File: src/rtl/core/bcp_pkg.sv
// Shared types, constants and curve functions for the battery charge block.
package bcp_pkg;

	// Register map: index of each configuration register
	localparam logic REG_EMPTY_MV = 1'b0;

	localparam logic [15:0] EMPTY_MV_RST = 16'd1000;
	localparam logic [6:0]  PCT_FULL     = 7'd100;

	// Alkaline discharge curve, 100 % down to 0 % in steps of 10 %
	localparam logic [15:0] CURVE_MV [11] = '{
		16'd1600, 16'd1400, 16'd1320, 16'd1280, 16'd1240, 16'd1210,
		16'd1180, 16'd1160, 16'd1100, 16'd1030, 16'd900
	};

	// Millivolts per percent inside segment k (span of the segment over ten)
	localparam logic [4:0] SEG_STEP [11] = '{
		5'd0, 5'd20, 5'd8, 5'd4, 5'd4, 5'd3, 5'd3, 5'd2, 5'd6, 5'd7, 5'd13
	};

	// Position of a voltage on the curve; segment 0 means saturated
	typedef struct packed {
		logic [3:0] seg;
		logic [6:0] base;
		logic [7:0] ofs;
	} curve_pos_t;

	// Partial quotient of the rescaling division
	typedef struct packed {
		logic [13:0] rem;
		logic [6:0]  quo;
	} div_t;

	// Find the segment, its lower percent and the offset above its lower point
	function automatic curve_pos_t curve_locate(logic [15:0] mv);
		curve_pos_t p;
		logic [3:0] k;
		k = 4'd1;
		for (int j = 1; j < 10; j++) begin
			if (mv < CURVE_MV[j]) begin
				k = k + 4'd1;
			end
		end
		if (mv >= CURVE_MV[0]) begin
			p.seg  = 4'd0;
			p.base = PCT_FULL;
			p.ofs  = 8'd0;
		end else if (mv <= CURVE_MV[10]) begin
			p.seg  = 4'd0;
			p.base = 7'd0;
			p.ofs  = 8'd0;
		end else begin
			p.seg  = k;
			p.base = PCT_FULL - 7'(k) * 7'd10;
			p.ofs  = 8'(mv - CURVE_MV[k]);
		end
		return p;
	endfunction

	// Whole percents within the segment: count the step thresholds passed
	function automatic logic [3:0] curve_frac(logic [3:0] seg, logic [7:0] ofs);
		logic [3:0] f;
		f = 4'd0;
		if (seg != 4'd0) begin
			for (int j = 1; j < 10; j++) begin
				if (ofs >= 8'(j) * {3'b000, SEG_STEP[seg]}) begin
					f = f + 4'd1;
				end
			end
		end
		return f;
	endfunction

	// Restoring division, n quotient bits from bit position top downward
	function automatic div_t div_steps(div_t d, logic [6:0] q, int top, int n);
		div_t r;
		logic [13:0] sub;
		r = d;
		for (int i = 0; i < n; i++) begin
			sub = {7'b0000000, q} << (top - i);
			if (r.rem >= sub) begin
				r.rem = r.rem - sub;
				r.quo[top - i] = 1'b1;
			end
		end
		return r;
	endfunction

endpackage

File: src/rtl/core/battery_charge_percentage_top.sv
// Battery charge percentage: curve lookup, rescale and pipelined divide.
//
// Usage: pulse start with battery_mv (millivolts) to hand in an item; busy
// stays low, so an item is taken on every cycle that start is high. At the
// end of the pipeline, done is high for one cycle with charge_percent
// (0 to 100). One result comes out per item, in order.
// Throughput is one item per cycle. The pipeline has an input register,
// segment search, interpolation, rescale setup and four divider stages:
// three of two quotient bits each and a last one of a single bit.
// The empty level is written through the APB port (register 0, byte
// address 0, low 16 bits) and is mapped through the curve by the minpos_q
// and min_q registers, so an item taken right after a write already sees
// the new level. Reset clears all valid bits, so no stray result appears,
// and sets the empty level to 1000 mV. The receiver cannot stall: each
// result is shown for exactly one cycle and must be taken then.
module battery_charge_percentage_top
	import bcp_pkg::*;
(
	input  logic        clk,
	input  logic        arst_n,
	input  logic        start,
	output logic        busy,
	input  logic [15:0] battery_mv,
	output logic        done,
	output logic [6:0]  charge_percent,
	input  logic        psel,
	input  logic        penable,
	input  logic        pwrite,
	input  logic [2:0]  paddr,
	input  logic [31:0] pwdata,
	output logic [31:0] prdata,
	output logic        pready
);

	logic        [15:0] empty_q;
	curve_pos_t         minpos_q;
	logic        [6:0]  min_q;

	logic               v_s1, v_s2, v_s3, v_s4, v_s5, v_s6, v_s7, v_s8;
	logic        [15:0] mv_s1;
	curve_pos_t         pos_s2;
	logic        [6:0]  raw_s3;
	logic        [13:0] rem_s4;
	logic        [6:0]  q_s4, q_s5, q_s6, q_s7;
	div_t               dv_s5, dv_s6, dv_s7, dv_s8;

	logic               acc;
	logic               cfg_wr;
	div_t               dv_s4;

	assign busy   = 1'b0;
	assign acc    = start && !busy;
	assign pready = 1'b1;
	assign cfg_wr = psel && penable && pwrite && pready;

	// Hold the empty level register
	always_ff @(posedge clk or negedge arst_n) begin
		if (!arst_n) begin
			empty_q <= EMPTY_MV_RST;
		end else if (cfg_wr && paddr[2] == REG_EMPTY_MV) begin
			empty_q <= pwdata[15:0];
		end
	end

	// Return the register on read; unmapped addresses read zero
	always_comb begin
		prdata = 32'd0;
		if (paddr[2] == REG_EMPTY_MV) begin
			prdata = {16'd0, empty_q};
		end
	end

	// Map the empty level through the curve in two steps
	always_ff @(posedge clk) begin
		minpos_q <= curve_locate(empty_q);
		min_q    <= minpos_q.base + 7'(curve_frac(minpos_q.seg, minpos_q.ofs));
	end

	// Advance the valid bits
	always_ff @(posedge clk or negedge arst_n) begin
		if (!arst_n) begin
			v_s1 <= 1'b0;
			v_s2 <= 1'b0;
			v_s3 <= 1'b0;
			v_s4 <= 1'b0;
			v_s5 <= 1'b0;
			v_s6 <= 1'b0;
			v_s7 <= 1'b0;
			v_s8 <= 1'b0;
		end else begin
			v_s1 <= acc;
			v_s2 <= v_s1;
			v_s3 <= v_s2;
			v_s4 <= v_s3;
			v_s5 <= v_s4;
			v_s6 <= v_s5;
			v_s7 <= v_s6;
			v_s8 <= v_s7;
		end
	end

	// Capture the item, locate it on the curve and interpolate
	always_ff @(posedge clk) begin
		mv_s1  <= battery_mv;
		pos_s2 <= curve_locate(mv_s1);
		raw_s3 <= pos_s2.base + 7'(curve_frac(pos_s2.seg, pos_s2.ofs));
	end

	// Set up the rescale: below empty gives 0, empty level at full gives 100
	always_ff @(posedge clk) begin
		if (raw_s3 < min_q) begin
			rem_s4 <= 14'd0;
			q_s4   <= 7'd1;
		end else if (min_q >= PCT_FULL) begin
			rem_s4 <= 14'(PCT_FULL);
			q_s4   <= 7'd1;
		end else begin
			rem_s4 <= 14'(raw_s3 - min_q) * 14'd100;
			q_s4   <= PCT_FULL - min_q;
		end
	end

	assign dv_s4.rem = rem_s4;
	assign dv_s4.quo = 7'd0;

	// Divide, two quotient bits per stage and one bit in the last stage
	always_ff @(posedge clk) begin
		dv_s5 <= div_steps(dv_s4, q_s4, 6, 2);
		q_s5  <= q_s4;
		dv_s6 <= div_steps(dv_s5, q_s5, 4, 2);
		q_s6  <= q_s5;
		dv_s7 <= div_steps(dv_s6, q_s6, 2, 2);
		q_s7  <= q_s6;
		dv_s8 <= div_steps(dv_s7, q_s7, 0, 1);
	end

	assign done           = v_s8;
	assign charge_percent = dv_s8.quo;

`ifndef SYNTHESIS
	// Every accepted item comes out as a done pulse at the end of the pipeline
	a_latency: assert property (@(posedge clk) disable iff (!arst_n)
		acc |-> ##8 done)
		else $error("result missing eight cycles after accept");

	// Results never exceed full charge
	a_range: assert property (@(posedge clk) disable iff (!arst_n)
		done |-> charge_percent <= PCT_FULL)
		else $error("charge_percent above 100");

	// Divider never sees a zero divisor
	a_divisor: assert property (@(posedge clk) disable iff (!arst_n)
		v_s4 |-> q_s4 != 7'd0)
		else $error("zero divisor entered the divider");

	// Quotient fits in seven bits
	a_quo_fit: assert property (@(posedge clk) disable iff (!arst_n)
		v_s4 |-> rem_s4 < {q_s4, 7'b0000000})
		else $error("dividend too large for the divider");
`endif

endmodule
File: config.mk
export PLATFORM = sky130hd
export DESIGN_NAME = battery_charge_percentage_top
export DESIGN_NICKNAME = d
export VERILOG_FILES = /design/src/rtl/core/bcp_pkg.sv /design/src/rtl/core/battery_charge_percentage_top.sv
export SDC_FILE = /design/constraint.sdc
export NUM_CORES = 1
export LEC_CHECK = 0
export ABC_CLOCK_PERIOD_IN_PS = 7700
export BUFFER_PORTS_ARGS = -buffer_cell sky130_fd_sc_hd__buf_2
export CAP_MARGIN = 20
export CELL_PAD_IN_SITES_DETAIL_PLACEMENT = 1
export CELL_PAD_IN_SITES_GLOBAL_PLACEMENT = 1
export CORE_MARGIN = 10
export CORE_UTILIZATION = 44
export CTS_CLUSTER_DIAMETER = 50
export DETAILED_ROUTE_END_ITERATION = 8
export PLACE_DENSITY_LB_ADDON = 0.1
export SETUP_SLACK_MARGIN = 0.2
export SYNTH_ARGS = -nofsm -noshare
export SYNTH_HDL_FRONTEND = slang
export SYNTH_SLANG_ARGS = --single-unit
File: constraint.sdc
create_clock -name clk -period 7.7 [get_ports clk]
set_input_delay 1.54 -clock clk [delete_from_list [all_inputs] [get_ports clk]]
set_output_delay 1.54 -clock clk [all_outputs]
set_load 0.02 [all_outputs]
==> impl_metrics.tcl, run 1 <==
set metrics [dict create \
    status "completed" \
    leakage_nw 8.539 \
    drive_gt1_share_pct 18.44 \
    place.gp.congestion 0.8145 \
    vias_per_cell 5.362 \
    synthTopCellsByArea "ha_1 21%, dfxtp_1 20%, xnor2_1 5.5%" \
    wl_per_cell_um 15.99 \
    max-cap-violations 0 \
    critPathSlowestCell "or4_4" \
    cts_tree "built" \
    cp.required_ns 8.02 \
    clockBufferDepth 2 \
    cts-root-buf "clkbuf_16" \
    arrival_ns 7.50 \
    multi_input_area_mm2 0.01194 \
    dominantRegCellSynth "dfxtp_1" \
    power.density_mw_per_mm2 476.8 \
    crit_path_frequent_cell "ha_4" \
    path_delay_family "adder cells" \
    row_count 70 \
    drc 0 \
    die_h_um 211.8 \
    grt_pass1_vias 14345 \
    core_mm2 0.03643 \
    worstSetupPathType "reg -> reg" \
    synth_area_per_cell_um2 8.691 \
    cts_buffers 17 \
    cts_sinks 184 \
    final_util_pct 51.29 \
    setup_viol 0 \
    met3_usage_pct 2.248 \
    vias 13303 \
    synth_top_area_share_pct 20.80 \
    slew_headroom_pct 37.97 \
    grt_max_degree 25 \
    dp.cells 2404 \
    grt_usage_pct 17.97 \
    worst-path-buf-inv 2 \
    final_nets 2355 \
    drtPass1Iterations 4 \
    syn2layout_area_growth_pct 15.48 \
    finalCriticalPeriod_ns 7.183 \
    gr-usage-met2_pct 35.08 \
    grtUsageMet1_pct 20.06 \
    io_pins 99 \
    tightest_slew_ns 0.9305 \
    ys_seq_elements 184 \
    drt_iter0_markers 425 \
    nFillCells 4297 \
    max_freq_ghz 0.1392 \
    synth-async-reset-ratio_pct 13.04 \
    worstSetupEndpointType "flop" \
    instances_no_fill 2481 \
    ctsHoldBuffers 0 \
    slew_viol_final 0 \
    syn_inst 1862 \
    synth_area_mm2 0.01618 \
    grt_first_pass_wirelength_um 67620 \
    busiest_layer "met2" \
    setup_ws_ns 0.5173 \
    hp-class "reg -> reg" \
    rsz0062_at_grt "no" \
    port_buffers 62 \
    die_width_um 211.8 \
    synth_enable_flop_cells 0 \
    clkTransAtPathRegs_ns 0.07 \
    path_max_fanout 3 \
    dp.final_hpwl_um 31580 \
    final_cell_mix "252 x ha_1, 181 x inv_1, 150 x dfxtp_1" \
    htree_num_levels 4 \
    ir_worst_vdd_mv 0.5716 \
    clk-insertion-delay-late_ns 0.45 \
    seq_area_mm2 0.003829 \
    hold_violations 0 \
    grt-ovfl-total 0 \
    antenna_found_initial 1 \
    ant_nets 0 \
    skew_ns 0.01103 \
    start_util_pct 44.42 \
    dieArea_mm2 0.04485 \
    wirelength_um 39680 \
    yosys.cell_types.count 96 \
    final_common_cell "ha_1" \
    yosysWarningCount 0 \
    min_period_over_period_pct 93.28 \
    critPathMaxStageDelay_ns 0.58 \
    dp_slack_ns -0.1251 \
    ys_seq_area_share_pct 23.55 \
    cp-start-kind "flop" \
    power_mw 8.910 \
    synth_top_area_cell "ha_1" \
]
per-stage QoR:
stage / setup TNS [ns] / area [µm²] / hold WS [ns]
6_report: 0 / 18690 / 0.3296
2_1_floorplan: 0 / 16260 / 0.3096
3_5_place_dp: -0.1818 / 17240 / 0.3135
4_1_cts: 0 / 17970 / 0.3302
5_1_grt: 0 / 18690 / 0.3361
3_3_place_gp: 0 / 17240 / 0.3111
cell families after synthesis:
kind of cell / Yosys count / share of synthesized area, %
xor+xnor: 167 / 9.757
compound gates: 407 / 16.72
other cells: 2 / 0.04641
simple gates: 499 / 15.57
buf+inv: 251 / 6.309
fa+ha+maj: 305 / 24.88
mux: 47 / 3.162
flops: 184 / 23.55
report_power, final:
group / total, mW / internal [mW] / switching (mW)
logic: 6.69 / 3.19 / 3.50
clock network: 0.862 / 0.433 / 0.429
registers: 1.35 / 1.21 / 0.140
layer usage:
layer | routed length, µm | vias up | share of wire [%]
met5 | 0 | - | 0
met4 | 383 | 0 | 0.97
met3 | 629 | 24 | 1.6
met2 | 21550 | 70 | 54
met1 | 17120 | 6481 | 43
li1 | - | 6728 | -
cell type report:
cell class | instances | area share (%)
Inverter | 199 | 4.010
Tap cell | 468 | 3.133
Antenna cell | 1 | 0.01339
Multi-Input combinational cell | 1443 | 63.88
Timing Repair Buffer | 154 | 5.396
Clock inverter | 15 | 0.8034
Clock buffer | 17 | 2.276
Sequential cell | 184 | 20.49
final timing paths:
path / start / to / slack (ns) / depth (start not counted)
worst max-delay path: empty_q[13] / minpos_q[7] / 0.52 / 33
worst min-delay path: dv_s7[6] / charge_percent[6] / 0.33 / 0
worst max register to register: empty_q[13] / minpos_q[7] / 0.52 / 33
worst min register to register: dv_s7[6] / charge_percent[6] / 0.33 / 0
max in group asynchronous: arst_n / empty_q[7] / 6.26 / 1
min in group asynchronous: arst_n / v_s3 / 1.07 / 1
synthesized netlist by cell type (all sizes together) (9+ instances only):
master	count
nor4	12
a21o	73
mux2i	14
clkbuf	27
nand2	105
nor3	21
a31oi	13
or2	11
a211oi	14
or3	12
nand4	18
nor2b	33
and3	14
nand3	36
xnor2	106
and2	23
nand2b	40
xor2	56
fa	30
o21ai	92
mux2	33
dfrtp	18
a21oi	104
dfxtp	160
o21bai	13
inv	199
ha	269
buf	25
o211ai	9
nor2	141
sequential cells by signal (all words and copies together) (netlist names), 12 cells and up:
name      flops
dv_s6        16
dv_s7        19
mv_s1        16
minpos_q     17
rem_s4       12
empty_q      16
dv_s5        14
pos_s2       17
what timing repair did:
action,4_1_cts,5_1_grt
resized for setup,32,101
endpoints found under the setup margin,10,17
buffers inserted,7,37
pin swaps,9,46
worst reg2reg max path: cells and delay by family, from the launching register on:
family / cells / cell delay, ns
flip-flops: 1 / 0.39
XOR/XNOR: 2 / 0.28
buffers and inverters: 2 / 0.19
adder cells (fa/ha/maj): 8 / 2.35
AND/OR/NAND/NOR: 10 / 2.07
AO/OA/AOI/OAI: 10 / 1.60
multiplexers: 1 / 0.18
No activity file was read; power rests on OpenSTA's default activity.
==> run 2, diff against run 1 <==
--- a/config.mk
+++ b/config.mk
@@ -10,10 +10,11 @@
 export CAP_MARGIN = 20
 export CELL_PAD_IN_SITES_DETAIL_PLACEMENT = 1
 export CELL_PAD_IN_SITES_GLOBAL_PLACEMENT = 1
-export CORE_MARGIN = 10
+export CORE_MARGIN = 8
 export CORE_UTILIZATION = 44
 export CTS_CLUSTER_DIAMETER = 50
 export DETAILED_ROUTE_END_ITERATION = 8
+export MAX_ROUTING_LAYER = met4
 export PLACE_DENSITY_LB_ADDON = 0.1
 export SETUP_SLACK_MARGIN = 0.2
 export SYNTH_ARGS = -nofsm -noshare
==> constraint.sdc (replaced) <==
create_clock -name clk -period 7.7 [get_ports clk]
set_input_delay 1.54 -clock clk [delete_from_list [all_inputs] [get_ports clk]]
set_output_delay 1.54 -clock clk [all_outputs]
set_load 0.005 [all_outputs]
==> impl_metrics.tcl, run 2 (same netlist as run 1, synthesis figures left out) <==
set metrics [dict create \
    status "completed" \
    place.gp.congestion 0.8315 \
    die_h_um 207.8 \
    clkTransAtPathRegs_ns 0.07 \
    nFillCells 4322 \
    port_buffers 62 \
    final_nets 2350 \
    ir_worst_vdd_mv 0.5930 \
    finalCriticalPeriod_ns 7.233 \
    row_count 70 \
    setup_ws_ns 0.4667 \
    core_mm2 0.03643 \
    highest_layer "met4" \
    seqPwrFrac_pct 15.1 \
    wl_met3_um 633 \
    slew_headroom_pct 38.13 \
    timing.hold.ws_ns 0.3274 \
    grt_first_pass_wirelength_um 66720 \
    cts_tree "built" \
    drive_gt1_share_pct 17.79 \
    syn2layout_area_growth_pct 14.74 \
    top_regs "dv_s7 x19, minpos_q x17, pos_s2 x17" \
    met1_length_um 17180 \
    min_period_over_period_pct 93.94 \
    seq_area_mm2 0.003830 \
    vias 13306 \
    io_pins 99 \
    drc 0 \
    dp.cells 2407 \
    ant_nets 0 \
    swShare_pct 45.03 \
    top_register "dv_s7" \
    post_dp_cell_area_mm2 0.01726 \
    setup_viol 0 \
    cp.required_ns 8.02 \
    drt_iter0_markers 347 \
    dr_wl_met2_um 20960 \
    power.density_mw_per_mm2 481.8 \
    dp_slack_ns -0.2070 \
    tightest_slew_ns 0.9231 \
    p_int_mw 4.917 \
    hp-class "reg -> reg" \
    cp-start-kind "flop" \
    critPathMaxStageDelay_ns 0.58 \
    leakage_nw 8.538 \
    slew_viol_final 0 \
    final_cell_mix "258 x ha_1, 184 x inv_1, 151 x dfxtp_1" \
    vias_per_cell 5.376 \
    final_common_cell "ha_1" \
    largest_reg_flops 19 \
    path_max_fanout 3 \
    multi_input_area_mm2 0.01185 \
    clk-insertion-delay-late_ns 0.45 \
    wl_per_cell_um 15.86 \
    final_area_mm2 0.01857 \
    max-cap-violations 0 \
    wirelength_um 39250 \
    pwr-share-clk_pct 9.8 \
    hold_violations 0 \
    instances_no_fill 2475 \
    cts_sinks 184 \
    worstSetupEndpointType "flop" \
    antenna_found_initial 0 \
    skew_ns 0.01154 \
    die_width_um 207.8 \
    cts_buffers 17 \
    grt_usage_pct 18.55 \
    clockBufferDepth 2 \
    critPathSlowestCell "or4_4" \
    pwr-share-comb_pct 75.1 \
    start_util_pct 44.42 \
    crit_path_frequent_cell "ha_1" \
    dieArea_mm2 0.04317 \
    arrival_ns 7.55 \
    grt-ovfl-total 0 \
    rsz0062_at_grt "yes" \
    htree_num_levels 4 \
    drtPass1Iterations 4 \
    cts-root-buf "clkbuf_16" \
    dp.final_hpwl_um 31220 \
    max_freq_ghz 0.1383 \
    grt_max_degree 25 \
    switching_power_mw 4.028 \
    grt_pass1_vias 14420 \
    n_antenna_cell 0 \
    power_mw 8.946 \
    worstSetupPathType "reg -> reg" \
]
==> run 2: changes by cell type in the layout (fill, tap and decap cells not counted), sizes merged <==
cell	change
buf	-5
clkinv	-2
bufinv	+1
clkinvlp	+1
diode	-1
==> run 2: final cells by class <==
cell class / instances / share of cell area [%]
Clock buffer: 17 / 2.291
Clock inverter: 15 / 0.8423
Inverter: 199 / 4.036
Multi-Input combinational cell: 1443 / 63.84
Sequential cell: 184 / 20.63
Tap cell: 468 / 3.154
Timing Repair Buffer: 149 / 5.209
==> run 2: final timing paths <==
check	slack, ns	cells after the start	startpoint	end
max in group asynchronous	6.26	1	arst_n	empty_q[8]
setup / recovery	0.47	33	empty_q[11]	minpos_q[7]
hold / removal	0.33	0	dv_s7[1]	charge_percent[1]
setup reg to reg	0.47	33	empty_q[11]	minpos_q[7]
hold reg to reg	0.33	0	dv_s7[1]	charge_percent[1]
min in group asynchronous	1.06	1	arst_n	v_s6
==> run 2: metrics by stage <==
stage,setup TNS [ns],util (%)
after floorplan,0,-
final,0,50.96
after global placement,0,47.38
after CTS,0,49.44
after global routing,0,50.96
after detailed placement,-0.3750,47.38
==> run 2: power by group through the flow <==
stage | Combinational, mW | Clock (mW) | Sequential, mW
finish | 6.72 | 0.876 | 1.35
global route | 7.62 | 0.938 | 1.38
CTS | 6.37 | 0.901 | 1.35
detailed placement | 6.12 | 0 | 1.38
global placement | 5.86 | 0 | 1.37
floorplan | 4.78 | 0 | 1.32
==> run 2: timing repair <==
item                       4_1_cts  5_1_grt
setup endpoints to repair       10       15
cloned                           0        0
gates resized for setup         33       86
hold buffers                     0        0
pin swaps                       11       46
buffers inserted                10       26
==> run 2: metal layers <==
| layer | GRT usage (%) | vias up |
|---|---|---|
| met4 | 4.136 | 0 |
| met3 | 2.536 | 36 |
| met5 | - | - |
| li1 | - | 6697 |
| met2 | 35.34 | 91 |
| met1 | 20.14 | 6482 |
==> run 2: worst max-delay path: cells and delay by family (launching register included) <==
family	cells	cell delay, ns
XOR/XNOR	2	0.28
flip-flops	1	0.40
multiplexers	1	0.19
buffers and inverters	2	0.15
adder cells (fa/ha/maj)	8	2.42
AND/OR/NAND/NOR	10	2.16
AO/OA/AOI/OAI	10	1.52
==> run 3, diff against run 2 <==
--- a/config.mk
+++ b/config.mk
@@ -5,13 +5,13 @@
 export SDC_FILE = /design/constraint.sdc
 export NUM_CORES = 1
 export LEC_CHECK = 0
-export ABC_CLOCK_PERIOD_IN_PS = 7700
-export BUFFER_PORTS_ARGS = -buffer_cell sky130_fd_sc_hd__buf_2
+export ABC_CLOCK_PERIOD_IN_PS = 8600
+export BUFFER_PORTS_ARGS = -buffer_cell sky130_fd_sc_hd__buf_4
 export CAP_MARGIN = 20
 export CELL_PAD_IN_SITES_DETAIL_PLACEMENT = 1
 export CELL_PAD_IN_SITES_GLOBAL_PLACEMENT = 1
 export CORE_MARGIN = 8
-export CORE_UTILIZATION = 44
+export CORE_UTILIZATION = 52
 export CTS_CLUSTER_DIAMETER = 50
 export DETAILED_ROUTE_END_ITERATION = 8
 export MAX_ROUTING_LAYER = met4
==> constraint.sdc (replaced) <==
create_clock -name clk -period 8.6 [get_ports clk]
set_input_delay 1.72 -clock clk [delete_from_list [all_inputs] [get_ports clk]]
set_output_delay 1.72 -clock clk [all_outputs]
set_load 0.005 [all_outputs]
==> impl_metrics.tcl, run 3 (same netlist as run 1, synthesis figures left out) <==
set metrics [dict create \
    place.gp.congestion 0.8560 \
    dp.final_hpwl_um 31540 \
    status "completed" \
    rr_worst_depth 37 \
    die_h_um 192.4 \
    grt-ovfl-total 0 \
    min_from "dv_s7[4]" \
    clockBufferDepth 2 \
    cp-start-kind "flop" \
    max_freq_ghz 0.1257 \
    io_pins 99 \
    multi_input_area_mm2 0.01147 \
    post_dp_cell_area_mm2 0.01701 \
    drive_gt1_share_pct 10.78 \
    wl_per_cell_um 17.14 \
    core_mm2 0.03059 \
    ir_worst_vdd_mv 0.4213 \
    die_width_um 192.4 \
    ant_nets 0 \
    power.density_mw_per_mm2 429.9 \
    worstSetupStartpoint "empty_q[5]" \
    min_period_over_period_pct 92.51 \
    grt_first_pass_wirelength_um 68090 \
    largest_reg_flops 19 \
    final_common_cell "ha_1" \
    vias 13178 \
    final_nets 2281 \
    drtPass1Iterations 4 \
    setup_tns_ns 0 \
    power_mw 7.632 \
    setup_ws_ns 0.6443 \
    crit_path_frequent_cell "ha_1" \
    leakage_nw 8.228 \
    slew_headroom_pct 40.98 \
    n_antenna_cell 0 \
    seq_area_mm2 0.003815 \
    finalCriticalPeriod_ns 7.956 \
    port_buffers 62 \
    arrival_ns 8.26 \
    max-cap-violations 0 \
    htree_num_levels 4 \
    cts-root-buf "clkbuf_16" \
    cts_sinks 184 \
    slew_viol_final 0 \
    path_max_fanout 10 \
    syn2layout_area_growth_pct 9.703 \
    cp.required_ns 8.91 \
    drt_iter0_markers 443 \
    wirelength_um 40000 \
    antenna_found_initial 0 \
    cts_tree "built" \
    timing.hold.ws_ns 0.3240 \
    hold_depth 0 \
    start_util_pct 52.90 \
    setup_viol 0 \
    rsz0062_at_grt "no" \
    vias_per_cell 5.646 \
    tightest_slew_ns 0.8807 \
    instances_no_fill 2334 \
    dp.cells 2295 \
    critPathSlowestCell "dfstp_2" \
    ctsHoldBuffers 0 \
    skew_ns 0.01408 \
    final_cell_mix "268 x ha_1, 194 x inv_1, 157 x dfxtp_1" \
    final_util_pct 58.04 \
    regToRegSetupSlack_ns 0.64 \
    top_regs "dv_s7 x19, minpos_q x17, pos_s2 x17" \
    row_count 64 \
    critPathMaxStageDelay_ns 0.63 \
    top_register "dv_s7" \
    dieArea_mm2 0.03702 \
    worstSetupEndpointType "flop" \
    grt_usage_pct 22.70 \
    grt_max_degree 25 \
    hp-class "reg -> reg" \
    cts_buffers 17 \
    hold_violations 0 \
    worstSetupPathType "reg -> reg" \
    grt_pass1_vias 14364 \
    final_area_mm2 0.01775 \
    clk-insertion-delay-late_ns 0.45 \
    nFillCells 3652 \
    rr_startpoint "empty_q[5]" \
    clkTransAtPathRegs_ns 0.07 \
    dp_slack_ns 0.3565 \
    drc 0 \
]
[run 3: changes by cell type in the layout (fill, tap and decap cells not counted), sizes merged]
cell      previous run  this run
clkbuf              17        19
inv                209       206
clkinvlp             2         1
buf                149        80
clkinv               2         4
[run 3: final timing paths]
path / to
max: minpos_q[7]
min: charge_percent[4]
max reg2reg: minpos_q[7]
min reg2reg: charge_percent[4]
max in group asynchronous: empty_q[3]
min in group asynchronous: empty_q[15]
[run 3: layout make-up]
| type | count | share of cell area [%] |
|---|---|---|
| inverters | 199 | 4.207 |
| well taps | 396 | 2.791 |
| repair buffers | 80 | 3.404 |
| clock buffers | 19 | 2.615 |
| flip-flops and latches | 184 | 21.49 |
| multi-input cells | 1443 | 64.63 |
| clock inverters | 13 | 0.8598 |
[run 3: per-layer routing]
layer  share of wire, %  wire, µm  vias to the layer above  global-route usage [%]
met2                 53     21050                      146                   42.16
li1                   -         -                     6581                       -
met5                  0         0                        -                       -
met4                2.4       963                        0                   7.667
met3                1.9       762                       71                   2.692
met1                 43     17230                     6380                   24.69
[run 3: timing repair]
item | CTS | global route
hold endpoints to repair | 0 | 0
setup buffers | 0 | 7
setup endpoints to repair | 0 | 11
resized for setup | 0 | 25
[run 3: power by group]
part	internal (mW)	switching, mW	total [mW]
logic	2.54	3.05	5.59
clock network	0.439	0.378	0.816
registers	1.09	0.137	1.23
total	4.06	3.57	7.63
[run 3: critical path, delay by kind of cell, from the launching register on]
family | cells | cell delay [ns]
muxes | 1 | 0.14
DFF | 1 | 0.63
adders and majority gates | 8 | 2.76
and+or+nand+nor | 9 | 1.58
buffers and inverters | 4 | 0.43
xor gates and xnor gates | 2 | 0.33
AOI/OAI and AO/OA | 13 | 1.93
